`config.mk`:
```
export PLATFORM = sky130hd
export DESIGN_NAME = imu_six_axis_block_averager_unit_flat
export DESIGN_NICKNAME = d
export VERILOG_FILES = /design/src/rtl/core/imusba_pkg.sv /design/src/rtl/core/imusba_if.sv /design/src/rtl/core/imusba_front.sv /design/src/rtl/core/imusba_queue.sv /design/src/rtl/core/imusba_back.sv /design/src/rtl/core/imu_six_axis_block_averager_unit.sv /design/src/flat_wrapper.sv
export VERILOG_INCLUDE_DIRS = /design/src /design/src/rtl/core
export SDC_FILE = /design/constraint.sdc
export NUM_CORES = 1
export LEC_CHECK = 0
export BUFFER_PORTS_ARGS = -buffer_cell sky130_fd_sc_hd__buf_4
export CAP_MARGIN = 40
export CELL_PAD_IN_SITES_DETAIL_PLACEMENT = 1
export CELL_PAD_IN_SITES_GLOBAL_PLACEMENT = 2
export CORE_MARGIN = 1.5
export CORE_UTILIZATION = 41
export DETAILED_ROUTE_END_ITERATION = 8
export HOLD_SLACK_MARGIN = 0.08
export MAX_ROUTING_LAYER = met4
export PLACE_DENSITY = 0.87
export SLEW_MARGIN = 20
export SYNTH_ARGS = -nofsm -noshare
export SYNTH_HDL_FRONTEND = slang
export SYNTH_HIERARCHICAL = 1
export SYNTH_SLANG_ARGS = --single-unit
```
`constraint.sdc`:
```
create_clock -name clock -period 10.4 [get_ports clock]
set_clock_uncertainty 0.05 [all_clocks]
set_input_delay 0.52 -clock clock [delete_from_list [all_inputs] [get_ports clock]]
set_output_delay 0.52 -clock clock [all_outputs]
set_load 0.005 [all_outputs]
```
`src/rtl/core/imu_six_axis_block_averager_unit_assert.svh`:
```
// Assertion macros for the block averager.
// Used by the top level; expects signals named clock and reset in scope.
`ifndef IMU_SIX_AXIS_BLOCK_AVERAGER_UNIT_ASSERT_SVH
`define IMU_SIX_AXIS_BLOCK_AVERAGER_UNIT_ASSERT_SVH

`ifndef NO_ASSERTIONS
`define IMUSBA_ASSERT(label, prop, msg) \
   label: assert property (@(posedge clock) disable iff (reset) prop) else $error(msg);
`define IMUSBA_ASSERT_NEXT(label, ante, cons, msg) \
   label: assert property (@(posedge clock) disable iff (reset) ante |=> cons) else $error(msg);
`else
`define IMUSBA_ASSERT(label, prop, msg)
`define IMUSBA_ASSERT_NEXT(label, ante, cons, msg)
`endif

`endif

```
`src/rtl/core/imusba_pkg.sv`:
```
// Shared types and constants of the block averager.
// No dependencies; every other file but the assertion header imports this package.
package imusba_pkg;

   localparam int CHANNELS    = 6;
   localparam int RAW_W       = 16;
   localparam int SAMPLE_W    = 14;
   localparam int USED_W      = 4;
   localparam int QUEUE_DEPTH = 2;

   localparam logic OP_SAMPLE = 1'b0;
   localparam logic OP_REPORT = 1'b1;

   typedef struct packed {
      logic                               op;
      logic [CHANNELS-1:0][SAMPLE_W-1:0]  smp;
   } imusba_item_type;

   typedef struct packed {
      logic            valid;
      imusba_item_type item;
   } imusba_push_type;

endpackage

```
`src/rtl/core/imusba_if.sv`:
```
// Valid/ready channel interfaces for the sample input and the average output.
// Depends on imusba_pkg.
interface imusba_req_if;
   import imusba_pkg::*;
   logic              valid;
   logic              ready;
   logic              op;
   logic [RAW_W-1:0]  gyro_x_raw;
   logic [RAW_W-1:0]  gyro_y_raw;
   logic [RAW_W-1:0]  gyro_z_raw;
   logic [RAW_W-1:0]  accel_x_raw;
   logic [RAW_W-1:0]  accel_y_raw;
   logic [RAW_W-1:0]  accel_z_raw;

   modport source (output valid, op, gyro_x_raw, gyro_y_raw, gyro_z_raw,
                   accel_x_raw, accel_y_raw, accel_z_raw, input ready);
   modport sink   (input valid, op, gyro_x_raw, gyro_y_raw, gyro_z_raw,
                   accel_x_raw, accel_y_raw, accel_z_raw, output ready);
endinterface

interface imusba_rsp_if;
   import imusba_pkg::*;
   logic                       valid;
   logic                       ready;
   logic signed [SAMPLE_W-1:0] gyro_x_avg;
   logic signed [SAMPLE_W-1:0] gyro_y_avg;
   logic signed [SAMPLE_W-1:0] gyro_z_avg;
   logic signed [SAMPLE_W-1:0] accel_x_avg;
   logic signed [SAMPLE_W-1:0] accel_y_avg;
   logic signed [SAMPLE_W-1:0] accel_z_avg;
   logic [USED_W-1:0]          samples_used;

   modport source (output valid, gyro_x_avg, gyro_y_avg, gyro_z_avg, accel_x_avg,
                   accel_y_avg, accel_z_avg, samples_used, input ready);
   modport sink   (input valid, gyro_x_avg, gyro_y_avg, gyro_z_avg, accel_x_avg,
                   accel_y_avg, accel_z_avg, samples_used, output ready);
endinterface

```
`src/rtl/core/imusba_front.sv`:
```
// Front end: accepts input transfers, drops plain samples past the block limit.
// Depends on imusba_pkg and imusba_req_if.
module imusba_front #(
   parameter int BLOCK_LIMIT = 8
) (
   input  logic                        clock,
   input  logic                        reset,
   imusba_req_if.sink                  req_chan,
   input  logic                        full,
   output imusba_pkg::imusba_push_type push
);
   import imusba_pkg::*;

   localparam int CNT_W = $clog2(BLOCK_LIMIT + 2);

   logic [CNT_W-1:0] count_ff, count_in;
   logic             accept;
   logic             drop;

   assign req_chan.ready = !full && !reset;
   assign accept = req_chan.valid && req_chan.ready;
   assign drop   = (req_chan.op == OP_SAMPLE) && (count_ff >= CNT_W'(BLOCK_LIMIT));

   always_comb begin
      count_in = count_ff;
      if (accept) begin
         if (req_chan.op == OP_REPORT) begin
            count_in = '0;
         end else if (!drop) begin
            count_in = count_ff + 1'b1;
         end
      end
   end

   always_comb begin
      push.valid       = accept && !drop;
      push.item.op     = req_chan.op;
      push.item.smp[0] = req_chan.gyro_x_raw[SAMPLE_W-1:0];
      push.item.smp[1] = req_chan.gyro_y_raw[SAMPLE_W-1:0];
      push.item.smp[2] = req_chan.gyro_z_raw[SAMPLE_W-1:0];
      push.item.smp[3] = req_chan.accel_x_raw[SAMPLE_W-1:0];
      push.item.smp[4] = req_chan.accel_y_raw[SAMPLE_W-1:0];
      push.item.smp[5] = req_chan.accel_z_raw[SAMPLE_W-1:0];
   end

   always_ff @(posedge clock) begin
      if (reset) begin
         count_ff <= '0;
      end else begin
         count_ff <= count_in;
      end
   end

endmodule

```
`src/rtl/core/imusba_queue.sv`:
```
// Short FIFO between the front end and the accumulate/divide back end.
// Depends on imusba_pkg.
module imusba_queue (
   input  logic                        clock,
   input  logic                        reset,
   input  imusba_pkg::imusba_push_type push,
   input  logic                        pop,
   output imusba_pkg::imusba_push_type head,
   output logic                        full
);
   import imusba_pkg::*;

   localparam int PTR_W = (QUEUE_DEPTH > 1) ? $clog2(QUEUE_DEPTH) : 1;
   localparam int LVL_W = $clog2(QUEUE_DEPTH + 1);

   imusba_item_type   mem_ff [QUEUE_DEPTH];
   logic [PTR_W-1:0]  wr_ptr_ff, wr_ptr_in;
   logic [PTR_W-1:0]  rd_ptr_ff, rd_ptr_in;
   logic [LVL_W-1:0]  level_ff, level_in;
   logic              do_push;
   logic              do_pop;

   assign full    = (level_ff == LVL_W'(QUEUE_DEPTH));
   assign do_push = push.valid && !full;
   assign do_pop  = pop && (level_ff != '0);

   assign head.valid = (level_ff != '0);
   assign head.item  = mem_ff[rd_ptr_ff];

   always_comb begin
      wr_ptr_in = wr_ptr_ff;
      rd_ptr_in = rd_ptr_ff;
      level_in  = level_ff;
      if (do_push) begin
         wr_ptr_in = (wr_ptr_ff == PTR_W'(QUEUE_DEPTH - 1)) ? '0 : wr_ptr_ff + 1'b1;
      end
      if (do_pop) begin
         rd_ptr_in = (rd_ptr_ff == PTR_W'(QUEUE_DEPTH - 1)) ? '0 : rd_ptr_ff + 1'b1;
      end
      case ({do_push, do_pop})
         2'b10:   level_in = level_ff + 1'b1;
         2'b01:   level_in = level_ff - 1'b1;
         default: level_in = level_ff;
      endcase
   end

   always_ff @(posedge clock) begin
      if (do_push) begin
         mem_ff[wr_ptr_ff] <= push.item;
      end
   end

   always_ff @(posedge clock) begin
      if (reset) begin
         wr_ptr_ff <= '0;
         rd_ptr_ff <= '0;
         level_ff  <= '0;
      end else begin
         wr_ptr_ff <= wr_ptr_in;
         rd_ptr_ff <= rd_ptr_in;
         level_ff  <= level_in;
      end
   end

endmodule

```
`src/rtl/core/imusba_back.sv`:
```
// Back end: per-channel sums, six parallel restoring dividers and the result register.
// Depends on imusba_pkg and imusba_rsp_if.
module imusba_back #(
   parameter int BLOCK_LIMIT = 8
) (
   input  logic                        clock,
   input  logic                        reset,
   input  imusba_pkg::imusba_push_type head,
   output logic                        pop,
   imusba_rsp_if.source                rsp_chan
);
   import imusba_pkg::*;

   localparam int CNT_W  = $clog2(BLOCK_LIMIT + 2);
   localparam int SUM_W  = SAMPLE_W + CNT_W;
   localparam int STEP_W = $clog2(SUM_W);

   typedef enum logic [1:0] {
      ST_IDLE,
      ST_DIV,
      ST_WAIT
   } state_type;

   state_type                  state_ff, state_in;
   logic [CNT_W-1:0]           count_ff, count_in;
   logic [CNT_W-1:0]           divisor_ff, divisor_in;
   logic [STEP_W-1:0]          step_ff, step_in;
   logic signed [SUM_W-1:0]    sum_ff [CHANNELS];
   logic signed [SUM_W-1:0]    sum_in [CHANNELS];
   logic [SUM_W-1:0]           dvd_ff [CHANNELS];
   logic [SUM_W-1:0]           dvd_in [CHANNELS];
   logic [CNT_W-1:0]           rem_ff [CHANNELS];
   logic [CNT_W-1:0]           rem_in [CHANNELS];
   logic [CHANNELS-1:0]        neg_ff, neg_in;
   logic                       rsp_valid_ff, rsp_valid_in;
   logic signed [SAMPLE_W-1:0] avg_ff [CHANNELS];
   logic signed [SAMPLE_W-1:0] avg_in [CHANNELS];
   logic [USED_W-1:0]          used_ff, used_in;

   logic signed [SUM_W-1:0]    sum_new [CHANNELS];
   logic [SUM_W-1:0]           mag_new [CHANNELS];
   logic [SUM_W-1:0]           dvd_next [CHANNELS];
   logic [CNT_W-1:0]           rem_next [CHANNELS];
   logic [SAMPLE_W-1:0]        avg_fin [CHANNELS];
   logic [CNT_W:0]             trial [CHANNELS];
   logic [CNT_W:0]             trial_sub [CHANNELS];
   logic [CHANNELS-1:0]        trial_ge;
   logic [CNT_W-1:0]           count_new;
   logic [USED_W+CNT_W-1:0]    used_ext;

   assign count_new = count_ff + 1'b1;
   assign used_ext  = {{USED_W{1'b0}}, divisor_ff};
   assign pop       = (state_ff == ST_IDLE) && head.valid;

   always_comb begin
      for (int c = 0; c < CHANNELS; c++) begin
         sum_new[c] = sum_ff[c] + {{(SUM_W-SAMPLE_W){head.item.smp[c][SAMPLE_W-1]}},
                                   head.item.smp[c]};
         mag_new[c] = sum_new[c][SUM_W-1] ? SUM_W'(-sum_new[c]) : SUM_W'(sum_new[c]);
         trial[c]     = {rem_ff[c], dvd_ff[c][SUM_W-1]};
         trial_sub[c] = trial[c] - {1'b0, divisor_ff};
         trial_ge[c]  = (trial[c] >= {1'b0, divisor_ff});
         rem_next[c]  = trial_ge[c] ? trial_sub[c][CNT_W-1:0] : trial[c][CNT_W-1:0];
         dvd_next[c]  = {dvd_ff[c][SUM_W-2:0], trial_ge[c]};
         avg_fin[c]   = neg_ff[c] ? SAMPLE_W'(-dvd_ff[c][SAMPLE_W-1:0])
                                  : dvd_ff[c][SAMPLE_W-1:0];
      end
   end

   always_comb begin
      state_in     = state_ff;
      count_in     = count_ff;
      divisor_in   = divisor_ff;
      step_in      = step_ff;
      sum_in       = sum_ff;
      dvd_in       = dvd_ff;
      rem_in       = rem_ff;
      neg_in       = neg_ff;
      avg_in       = avg_ff;
      used_in      = used_ff;
      rsp_valid_in = rsp_valid_ff && !rsp_chan.ready;
      unique case (state_ff)
         ST_IDLE: begin
            if (head.valid) begin
               if (head.item.op == OP_REPORT) begin
                  for (int c = 0; c < CHANNELS; c++) begin
                     dvd_in[c] = mag_new[c];
                     neg_in[c] = sum_new[c][SUM_W-1];
                     rem_in[c] = '0;
                     sum_in[c] = '0;
                  end
                  divisor_in = count_new;
                  count_in   = '0;
                  step_in    = '0;
                  state_in   = ST_DIV;
               end else begin
                  sum_in   = sum_new;
                  count_in = count_new;
               end
            end
         end
         ST_DIV: begin
            dvd_in  = dvd_next;
            rem_in  = rem_next;
            step_in = step_ff + 1'b1;
            if (step_ff == STEP_W'(SUM_W - 1)) begin
               state_in = ST_WAIT;
            end
         end
         ST_WAIT: begin
            if (!rsp_valid_ff || rsp_chan.ready) begin
               for (int c = 0; c < CHANNELS; c++) begin
                  avg_in[c] = avg_fin[c];
               end
               used_in      = used_ext[USED_W-1:0];
               rsp_valid_in = 1'b1;
               state_in     = ST_IDLE;
            end
         end
         default: begin
            state_in = ST_IDLE;
         end
      endcase
   end

   always_ff @(posedge clock) begin
      if (reset) begin
         state_ff     <= ST_IDLE;
         count_ff     <= '0;
         rsp_valid_ff <= 1'b0;
         for (int c = 0; c < CHANNELS; c++) begin
            sum_ff[c] <= '0;
         end
      end else begin
         state_ff     <= state_in;
         count_ff     <= count_in;
         rsp_valid_ff <= rsp_valid_in;
         sum_ff       <= sum_in;
      end
      divisor_ff <= divisor_in;
      step_ff    <= step_in;
      dvd_ff     <= dvd_in;
      rem_ff     <= rem_in;
      neg_ff     <= neg_in;
      avg_ff     <= avg_in;
      used_ff    <= used_in;
   end

   assign rsp_chan.valid        = rsp_valid_ff;
   assign rsp_chan.gyro_x_avg   = avg_ff[0];
   assign rsp_chan.gyro_y_avg   = avg_ff[1];
   assign rsp_chan.gyro_z_avg   = avg_ff[2];
   assign rsp_chan.accel_x_avg  = avg_ff[3];
   assign rsp_chan.accel_y_avg  = avg_ff[4];
   assign rsp_chan.accel_z_avg  = avg_ff[5];
   assign rsp_chan.samples_used = used_ff;

endmodule

```
`src/rtl/core/imu_six_axis_block_averager_unit.sv`:
```
// Six-axis block averager: front end, two-entry queue, accumulate/divide back end.
// A plain sample is held in the queue before it reaches the sum registers; one per cycle is
// sustained while no report is in the back end. A report's result comes from the bit-serial
// restoring dividers; the back end takes no item while it divides or its result waits to go out.
// Synchronous reset clears the sums, the counts, the queue and the result valid.
`include "imu_six_axis_block_averager_unit_assert.svh"

module imu_six_axis_block_averager_unit #(
   parameter int BLOCK_LIMIT = 8
) (
   input  logic         clock,
   input  logic         reset,
   imusba_req_if.sink   req_chan,
   imusba_rsp_if.source rsp_chan
);
   import imusba_pkg::*;

   imusba_push_type push;
   imusba_push_type head;
   logic            full;
   logic            pop;
   logic            report_xfer;
   logic            report_pop;

   imusba_front #(
      .BLOCK_LIMIT (BLOCK_LIMIT)
   ) u_front (
      .clock    (clock),
      .reset    (reset),
      .req_chan (req_chan),
      .full     (full),
      .push     (push)
   );

   imusba_queue u_queue (
      .clock (clock),
      .reset (reset),
      .push  (push),
      .pop   (pop),
      .head  (head),
      .full  (full)
   );

   imusba_back #(
      .BLOCK_LIMIT (BLOCK_LIMIT)
   ) u_back (
      .clock    (clock),
      .reset    (reset),
      .head     (head),
      .pop      (pop),
      .rsp_chan (rsp_chan)
   );

   assign report_xfer = req_chan.valid && req_chan.ready && (req_chan.op == OP_REPORT);
   assign report_pop  = pop && (head.item.op == OP_REPORT);

   `IMUSBA_ASSERT(a_no_overflow, push.valid |-> !full, "Push into a full queue.")
   `IMUSBA_ASSERT(a_pop_has_data, pop |-> head.valid, "Pop from an empty queue.")
   `IMUSBA_ASSERT(a_report_kept, report_xfer |-> push.valid, "Report transfer was dropped.")
   `IMUSBA_ASSERT_NEXT(a_report_blocks, report_pop, !pop, "Pop during division.")

endmodule

```
`src/flat_wrapper.sv`:
```
// flat-port wrapper written by rule: the top's interface ports become plain ports
module imu_six_axis_block_averager_unit_flat import imusba_pkg::*;
#(
   parameter int BLOCK_LIMIT = 8
)
  (clock, reset, req_chan_valid, req_chan_op, req_chan_gyro_x_raw, req_chan_gyro_y_raw, req_chan_gyro_z_raw, req_chan_accel_x_raw, req_chan_accel_y_raw, req_chan_accel_z_raw, req_chan_ready, rsp_chan_valid, rsp_chan_gyro_x_avg, rsp_chan_gyro_y_avg, rsp_chan_gyro_z_avg, rsp_chan_accel_x_avg, rsp_chan_accel_y_avg, rsp_chan_accel_z_avg, rsp_chan_samples_used, rsp_chan_ready);
  imusba_req_if req_chan_i ();
  imusba_rsp_if rsp_chan_i ();
  input  logic clock;
  input  logic reset;
  input wire logic [$bits(req_chan_i.valid)-1:0] req_chan_valid;
  input wire logic [$bits(req_chan_i.op)-1:0] req_chan_op;
  input wire logic [$bits(req_chan_i.gyro_x_raw)-1:0] req_chan_gyro_x_raw;
  input wire logic [$bits(req_chan_i.gyro_y_raw)-1:0] req_chan_gyro_y_raw;
  input wire logic [$bits(req_chan_i.gyro_z_raw)-1:0] req_chan_gyro_z_raw;
  input wire logic [$bits(req_chan_i.accel_x_raw)-1:0] req_chan_accel_x_raw;
  input wire logic [$bits(req_chan_i.accel_y_raw)-1:0] req_chan_accel_y_raw;
  input wire logic [$bits(req_chan_i.accel_z_raw)-1:0] req_chan_accel_z_raw;
  output wire logic [$bits(req_chan_i.ready)-1:0] req_chan_ready;
  output wire logic [$bits(rsp_chan_i.valid)-1:0] rsp_chan_valid;
  output wire logic [$bits(rsp_chan_i.gyro_x_avg)-1:0] rsp_chan_gyro_x_avg;
  output wire logic [$bits(rsp_chan_i.gyro_y_avg)-1:0] rsp_chan_gyro_y_avg;
  output wire logic [$bits(rsp_chan_i.gyro_z_avg)-1:0] rsp_chan_gyro_z_avg;
  output wire logic [$bits(rsp_chan_i.accel_x_avg)-1:0] rsp_chan_accel_x_avg;
  output wire logic [$bits(rsp_chan_i.accel_y_avg)-1:0] rsp_chan_accel_y_avg;
  output wire logic [$bits(rsp_chan_i.accel_z_avg)-1:0] rsp_chan_accel_z_avg;
  output wire logic [$bits(rsp_chan_i.samples_used)-1:0] rsp_chan_samples_used;
  input wire logic [$bits(rsp_chan_i.ready)-1:0] rsp_chan_ready;
  assign req_chan_i.valid = req_chan_valid;
  assign req_chan_i.op = req_chan_op;
  assign req_chan_i.gyro_x_raw = req_chan_gyro_x_raw;
  assign req_chan_i.gyro_y_raw = req_chan_gyro_y_raw;
  assign req_chan_i.gyro_z_raw = req_chan_gyro_z_raw;
  assign req_chan_i.accel_x_raw = req_chan_accel_x_raw;
  assign req_chan_i.accel_y_raw = req_chan_accel_y_raw;
  assign req_chan_i.accel_z_raw = req_chan_accel_z_raw;
  assign req_chan_ready = req_chan_i.ready;
  assign rsp_chan_valid = rsp_chan_i.valid;
  assign rsp_chan_gyro_x_avg = rsp_chan_i.gyro_x_avg;
  assign rsp_chan_gyro_y_avg = rsp_chan_i.gyro_y_avg;
  assign rsp_chan_gyro_z_avg = rsp_chan_i.gyro_z_avg;
  assign rsp_chan_accel_x_avg = rsp_chan_i.accel_x_avg;
  assign rsp_chan_accel_y_avg = rsp_chan_i.accel_y_avg;
  assign rsp_chan_accel_z_avg = rsp_chan_i.accel_z_avg;
  assign rsp_chan_samples_used = rsp_chan_i.samples_used;
  assign rsp_chan_i.ready = rsp_chan_ready;
  imu_six_axis_block_averager_unit #(.BLOCK_LIMIT(BLOCK_LIMIT)) u_core (.clock(clock), .reset(reset), .req_chan(req_chan_i), .rsp_chan(rsp_chan_i));
endmodule
```
* Word-level counts from Yosys, hierarchy flattened *
Memories as Yosys holds them, arrays and structs flattened. A register that Yosys moved wholly into a read port is not among the register bits.
Index checks and enable logic that the tools add are counted.

cells by class
  add/sub/neg operators = 31
  muxes and demuxes = 45
  bitwise logic cells = 1
  reduce and logical (&&, ||, !) cells = 24
  order comparisons = 7
  equal/unequal tests = 11

operators with widths
  operator                                                        number
  108-bit two-way mux                                             3
  108-bit one-hot mux with 2 select lines                         1
  18-bit adder                                                    6
  18-bit two-way mux                                              6
  18-bit negator                                                  6
  14-bit two-way mux                                              6
  14-bit negator                                                  6
  24-bit two-way mux                                              2
  24-bit one-hot mux with 2 select lines                          1
  4-bit two-way mux                                               9
  5-bit by 4-bit greater-or-equal comparator with 1-bit output    6
  4-bit subtractor                                                6
  5-bit two-way mux                                               2
  5-bit one-hot mux with 2 select lines                           1
  4-bit by 1-bit adder with 4-bit output (second input constant)  2
  1-bit logical AND                                               8
  1-bit two-way mux                                               8
  2-bit two-way mux                                               4
  2-bit inequality test (second input constant)                   4
  2-bit == test (second input constant)                           3
  2-bit one-hot mux with 3 select lines                           1
  2-bit AND reduction                                             3
  3-bit AND reduction                                             2
  2-bit nonzero test                                              3
  14 further kinds                                                20

word-level totals
  memory bits (writable) = 170
  memories = 1
  bits in registers = 358
  input bits = 101
  logic and storage cells = 155

memory list
  memory                 words  bits a word  read ports  clocked after memory_dff  write ports  line                RTL
  u_core.u_queue.mem_ff  2      85           1           1                         1            imusba_queue.sv:16  imusba_item_type mem_ff [QUEUE_DEPTH];

* Depth between registers and ports, before layout *
  depth in word-level cells = 8
  gate-level depth with buffers = 16
  mapped depth without buffers = 12

* By module *
The synthesis kept the hierarchy.

by module, submodules not included
  module        cells each  sequential area each (um2)  instances  area each (um2)
  imusba_back   2326        9359.0                      1          21966.1
  imusba_queue  290         5205.0                      1          6346.1
  imusba_front  112         80.1                        1          870.8

* Least setup slack after synthesis *
No wires, ideal clock.

  path type = register to register
  start = register (tool-made name)
  end = register u_core/u_back/dvd_ff[0] (netlist name) (enable)
  buffers on the path = 2
  setup time = 0.635 ns
  required time = 9.715 ns
  clock period less this slack = 7.514 ns
  path slack = 2.886 ns
  cell stages (with the launch flop) = 6
  arrival time = 6.829 ns
  path through = dfxtp_1 buf_2 mux2_2 clkbuf_1 a21oi_1 nor2_1

RTL lines
  item                  line                RTL
  end signal, assigned  imusba_back.sv:142  dvd_ff <= dvd_in;
  end, declared         imusba_back.sv:30   logic [SUM_W-1:0] dvd_ff [CHANNELS];

==> impl_table.tex <==
\begin{tabular}{lr}
\hline
Metric & Value \\
\hline
\multicolumn{2}{l}{\textbf{STA}} \\
\quad Setup violations, final & 0 \\
\quad Min Clock Period, post-route & 5.39 ns \\
\quad TNS Setup & 0 ns \\
\quad Setup repair after global routing missed its margin & no \\
\quad Final-report max-slew violation count & 0 \\
\quad Max-slew headroom at the worst pin & 40.2\% \\
\quad Timing-limited maximum frequency & 185 MHz \\
\quad Hold WS & 0.205 ns \\
\quad Worst-Margin Slew & 0.884 ns \\
\quad Share of the clock period used by the worst path after layout & 51.9\% \\
\quad Fin. Hold Viols & 0 \\
\quad Fin worst setup slack & 5.01 ns \\
\multicolumn{2}{l}{\textbf{Global route}} \\
\quad Global route total overflow & 0 \\
\quad Via count of the first global-routing pass & 22832 \\
\quad GRT Resource Usage Total & 21.5\% \\
\quad Global-route wire length before repair & 123 mm \\
\quad Largest net degree at the start of global routing & 67 \\
\quad Initial antenna violation count & 7 \\
\multicolumn{2}{l}{\textbf{Worst setup path}} \\
\quad Largest driver fanout on the critical path & 44 \\
\quad Critical path startpoint category & flop \\
\quad Type of the worst setup path & reg -> reg \\
\quad Critical path endpoint category & flop \\
\quad Worst path max stage delay & 0.79 ns \\
\quad Slowest cell on the critical path & dfxtp\_4 \\
\quad CP most frequent cell & a21oi\_1 \\
\quad Arrival time of the worst setup path & 5.69 ns \\
\quad Cells traversed along the worst timing path & buf\_4, mux2\_2, ha\_1, fa\_1, a21oi\_1, nand4b\_1, and2\_1, a311oi\_1, nor4\_1, nand3\_1, o41ai\_1, xor2\_1, a21oi\_1 \\
\quad Data required time of the worst path & 10.70 ns \\
\multicolumn{2}{l}{\textbf{Power and ir drop}} \\
\quad Worst-case vdd ir drop & 135 µV \\
\quad Total leakage power & 0.0127 µW \\
\quad Power per cell area & 237 nW/µm² \\
\multicolumn{2}{l}{\textbf{Drt}} \\
\quad Met2 routed WL & 38.5 mm \\
\quad DRC violation count after routing & 0 \\
\quad 1st-iter DRT viols & 1008 \\
\quad Final wirelength & 76.7 mm \\
\quad Uppermost signal routing layer after detailed routing & met4 \\
\quad Antenna-violating nets left & 0 \\
\quad Via count & 21424 \\
\quad Sum of met3 wire segment lengths after detailed routing & 2.39 mm \\
\quad Routed len/inst & 19.7 µm \\
\quad Met1 wire length & 33.9 mm \\
\quad First-pass detailed-route iteration total & 5 \\
\quad Via-per-instance ratio & 5.50 \\
\multicolumn{2}{l}{\textbf{Layout}} \\
\quad Net total in the final layout & 3153 \\
\quad Area taken by flip-flops and latches & 14600 µm² \\
\quad Layout-stage area growth over the synthesis result & 16.3\% \\
\quad Layout cells sized above 1 & 14.5\% \\
\quad Fill count & 7567 \\
\quad Multi-input gate area & 13200 µm² \\
\multicolumn{2}{l}{\textbf{Hold path}} \\
\quad Startpoint of the most critical hold path & req\_chan\_valid \\
\quad HP Class & in -> reg \\
\multicolumn{2}{l}{\textbf{Die}} \\
\quad Num rows & 97 \\
\quad Die extent in x & 270 µm \\
\quad Effective utilization at floorplan & 41.5\% \\
\quad Die span in y & 270 µm \\
\quad Floorplan Core Area & 70300 µm² \\
\quad Full die area & 72800 µm² \\
\quad Count of boundary I/O pins & 191 \\
\multicolumn{2}{l}{\textbf{Logic synthesis}} \\
\quad Number of instances in the synthesized netlist & 2728 \\
\quad Main flop type after synthesis & edfxtp\_1 \\
\quad Total nets after synthesis & 2985 \\
\quad Number of warnings printed during yosys synthesis & 6 \\
\quad Area of the mapped netlist & 29200 µm² \\
\quad Avg Cell Area, Syn & 10.7 µm² \\
\quad Number of flip-flops and latches in the synthesized netlist & 529 \\
\quad Number of different library cells in the post-synthesis netlist & 85 \\
\quad Sequential element share of the synthesized area & 50.2\% \\
\quad Fraction of registers with async set/reset & 0\% \\
\quad Number of synthesized flops with an enable pin & 405 \\
\multicolumn{2}{l}{\textbf{Clock tree}} \\
\quad Clock tree from TritonCTS & yes \\
\quad CTS hold repair buffers & 85 \\
\quad Post\_cts resized & 0 \\
\quad Worst-skew pair later-pin latency & 0.62 ns \\
\quad H-Tree Depth & 2 \\
\quad Clock slew at the register clock pins of the worst setup and hold paths & 0.06 ns \\
\quad Clock sinks & 529 \\
\quad Clock Tree Buf Depth & 3 \\
\quad Post-CTS Setup Repair Bufs & 0 \\
\quad Clock root buffer master & clkbuf\_16 \\
\quad Number of buffers created by CTS & 58 \\
\multicolumn{2}{l}{\textbf{Placement}} \\
\quad Port buffer count & 178 \\
\quad Post-detail-place hpwl & 52.9 mm \\
\quad Final weighted congestion of routability-driven global placement & 0.847 \\
\quad Dpl ws & 4.97 ns \\
\multicolumn{2}{l}{\textbf{Job}} \\
\quad Count of maximum capacitance violations & 0 \\
\multicolumn{2}{l}{\textbf{Run status}} \\
\quad Run status & finished, final reports clean \\
\hline
\end{tabular}
-- synth_stat cells, types with 19 or more instances --
| cell type | count | area, µm² |
|---|---|---|
| a211oi_1 | 21 | 158 |
| a21o_1 | 41 | 308 |
| a21oi_1 | 201 | 1010 |
| a22oi_1 | 84 | 631 |
| a31oi_1 | 26 | 163 |
| and3_1 | 19 | 119 |
| buf_4 | 90 | 676 |
| clkbuf_1 | 86 | 323 |
| dfxtp_1 | 124 | 2480 |
| edfxtp_1 | 405 | 12200 |
| ha_1 | 144 | 1800 |
| inv_1 | 83 | 312 |
| mux2_2 | 88 | 991 |
| nand2_1 | 123 | 462 |
| nand2b_1 | 31 | 194 |
| nand3_1 | 41 | 205 |
| nor2_1 | 330 | 1240 |
| nor3_1 | 63 | 315 |
| o21ai_0 | 127 | 636 |
| o31ai_1 | 33 | 248 |
| o41ai_1 | 20 | 175 |
| or3_1 | 28 | 175 |
| or4_1 | 32 | 240 |
| xnor2_1 | 167 | 1460 |
| xor2_1 | 78 | 683 |
-- placed cells by master (no fill, tap or decap), types with 10 or more instances in the layout --
cell / count
a211oi_1: 21
a21o_1: 41
a21oi_1: 201
a22oi_1: 84
a31oi_1: 26
and3_1: 18
buf_4: 195
clkbuf_1: 11
clkbuf_16: 63
clkinv_2: 10
dfxtp_1: 123
dlygate4sd3_1: 85
edfxtp_1: 405
fa_1: 12
ha_1: 144
inv_1: 82
mux2_2: 88
nand2_1: 122
nand2b_1: 30
nand3_1: 41
nand4_1: 17
nor2_1: 327
nor2b_1: 16
nor3_1: 63
nor4_1: 18
o211ai_1: 10
o21a_1: 16
o21ai_0: 127
o21bai_1: 11
o31ai_1: 33
o41ai_1: 20
or3_1: 28
or4_1: 32
xnor2_1: 167
xor2_1: 78
-- metal layers --
layer,vias to the layer above,GRT usage [%]
li1,10344,-
met1,10674,26.2
met2,292,37.3
met3,114,2.76
met4,0,6.08
met5,-,-
-- path summary, 6_finish.rpt --
path / to / slack [ns] / cells past startpoint
hold reg to reg: u_core/u_back/rsp_chan.samples_used[3] / 0.44 / 0
setup / recovery: u_core/u_back/dvd_ff[106] / 5.01 / 13
setup reg to reg: u_core/u_back/dvd_ff[106] / 5.01 / 13
hold / removal: u_core/u_front/count_ff[2] / 0.20 / 4
-- power breakdown --
group          total [µW]  internal, µW  switching [µW]  leakage [µW]
clock network        2090          1220             869      0.000941
registers            3070          2810             269       0.00473
logic                2860          1130            1730       0.00702
total                8030          5160            2870        0.0127
-- stage by stage --
step | instance area, µm² | std cells | power (µW) | utilization [%]
6_report | 33900 | 3892 | 8030 | 48.3
5_1_grt | 33900 | 3892 | 8540 | 48.3
4_1_cts | 33800 | 3881 | 8080 | 48.1
3_5_place_dp | 31000 | 3686 | 5900 | 44.1
3_3_place_gp | 30800 | 3676 | 5710 | 43.9
2_1_floorplan | 29200 | 2728 | 5160 | -
-- cell type report --
class / count / share of cell area (%)
well taps: 940 / 3.47
clock buffers: 81 / 5.05
diodes: 6 / 0.0443
clock inverters: 29 / 0.697
flip-flops and latches: 529 / 43.2
repair buffers: 294 / 7.62
multi-input cells: 1927 / 39.0
inverters: 86 / 0.959
-- critical path: cells and delay by family (launching register included) --
| family | cells | cell delay, ns |
|---|---|---|
| and+or+nand+nor | 4 | 1.22 |
| AOI/OAI and AO/OA | 4 | 1.11 |
| DFF | 1 | 0.79 |
| buffers and inverters | 1 | 0.65 |
| adders and majority gates | 2 | 0.65 |
| muxes | 1 | 0.43 |
| xor gates and xnor gates | 1 | 0.19 |
-- flip-flops by register name, summed over array words and instances (netlist names), 24 cells and up, named ones only --
signal,flops
u_core/u_back/sum_ff,108
u_core/u_queue/mem_ff,170
u_core/u_back/dvd_ff,108
u_core/u_back/rem_ff,24
-- cell families (layout without fill, tap and decap cells) --
family / Yosys count / after routing / synth area share (%)
xor gates and xnor gates: 246 / 246 / 7.41
adders and majority gates: 156 / 156 / 7.00
other: 0 / 6 / 0
buffers and inverters: 272 / 490 / 4.68
muxes: 92 / 92 / 3.53
and+or+nand+nor: 772 / 772 / 12.7
DFF: 529 / 529 / 50.2
AOI/OAI and AO/OA: 661 / 661 / 14.5
Note: power is estimated with default switching activity, not from simulation.
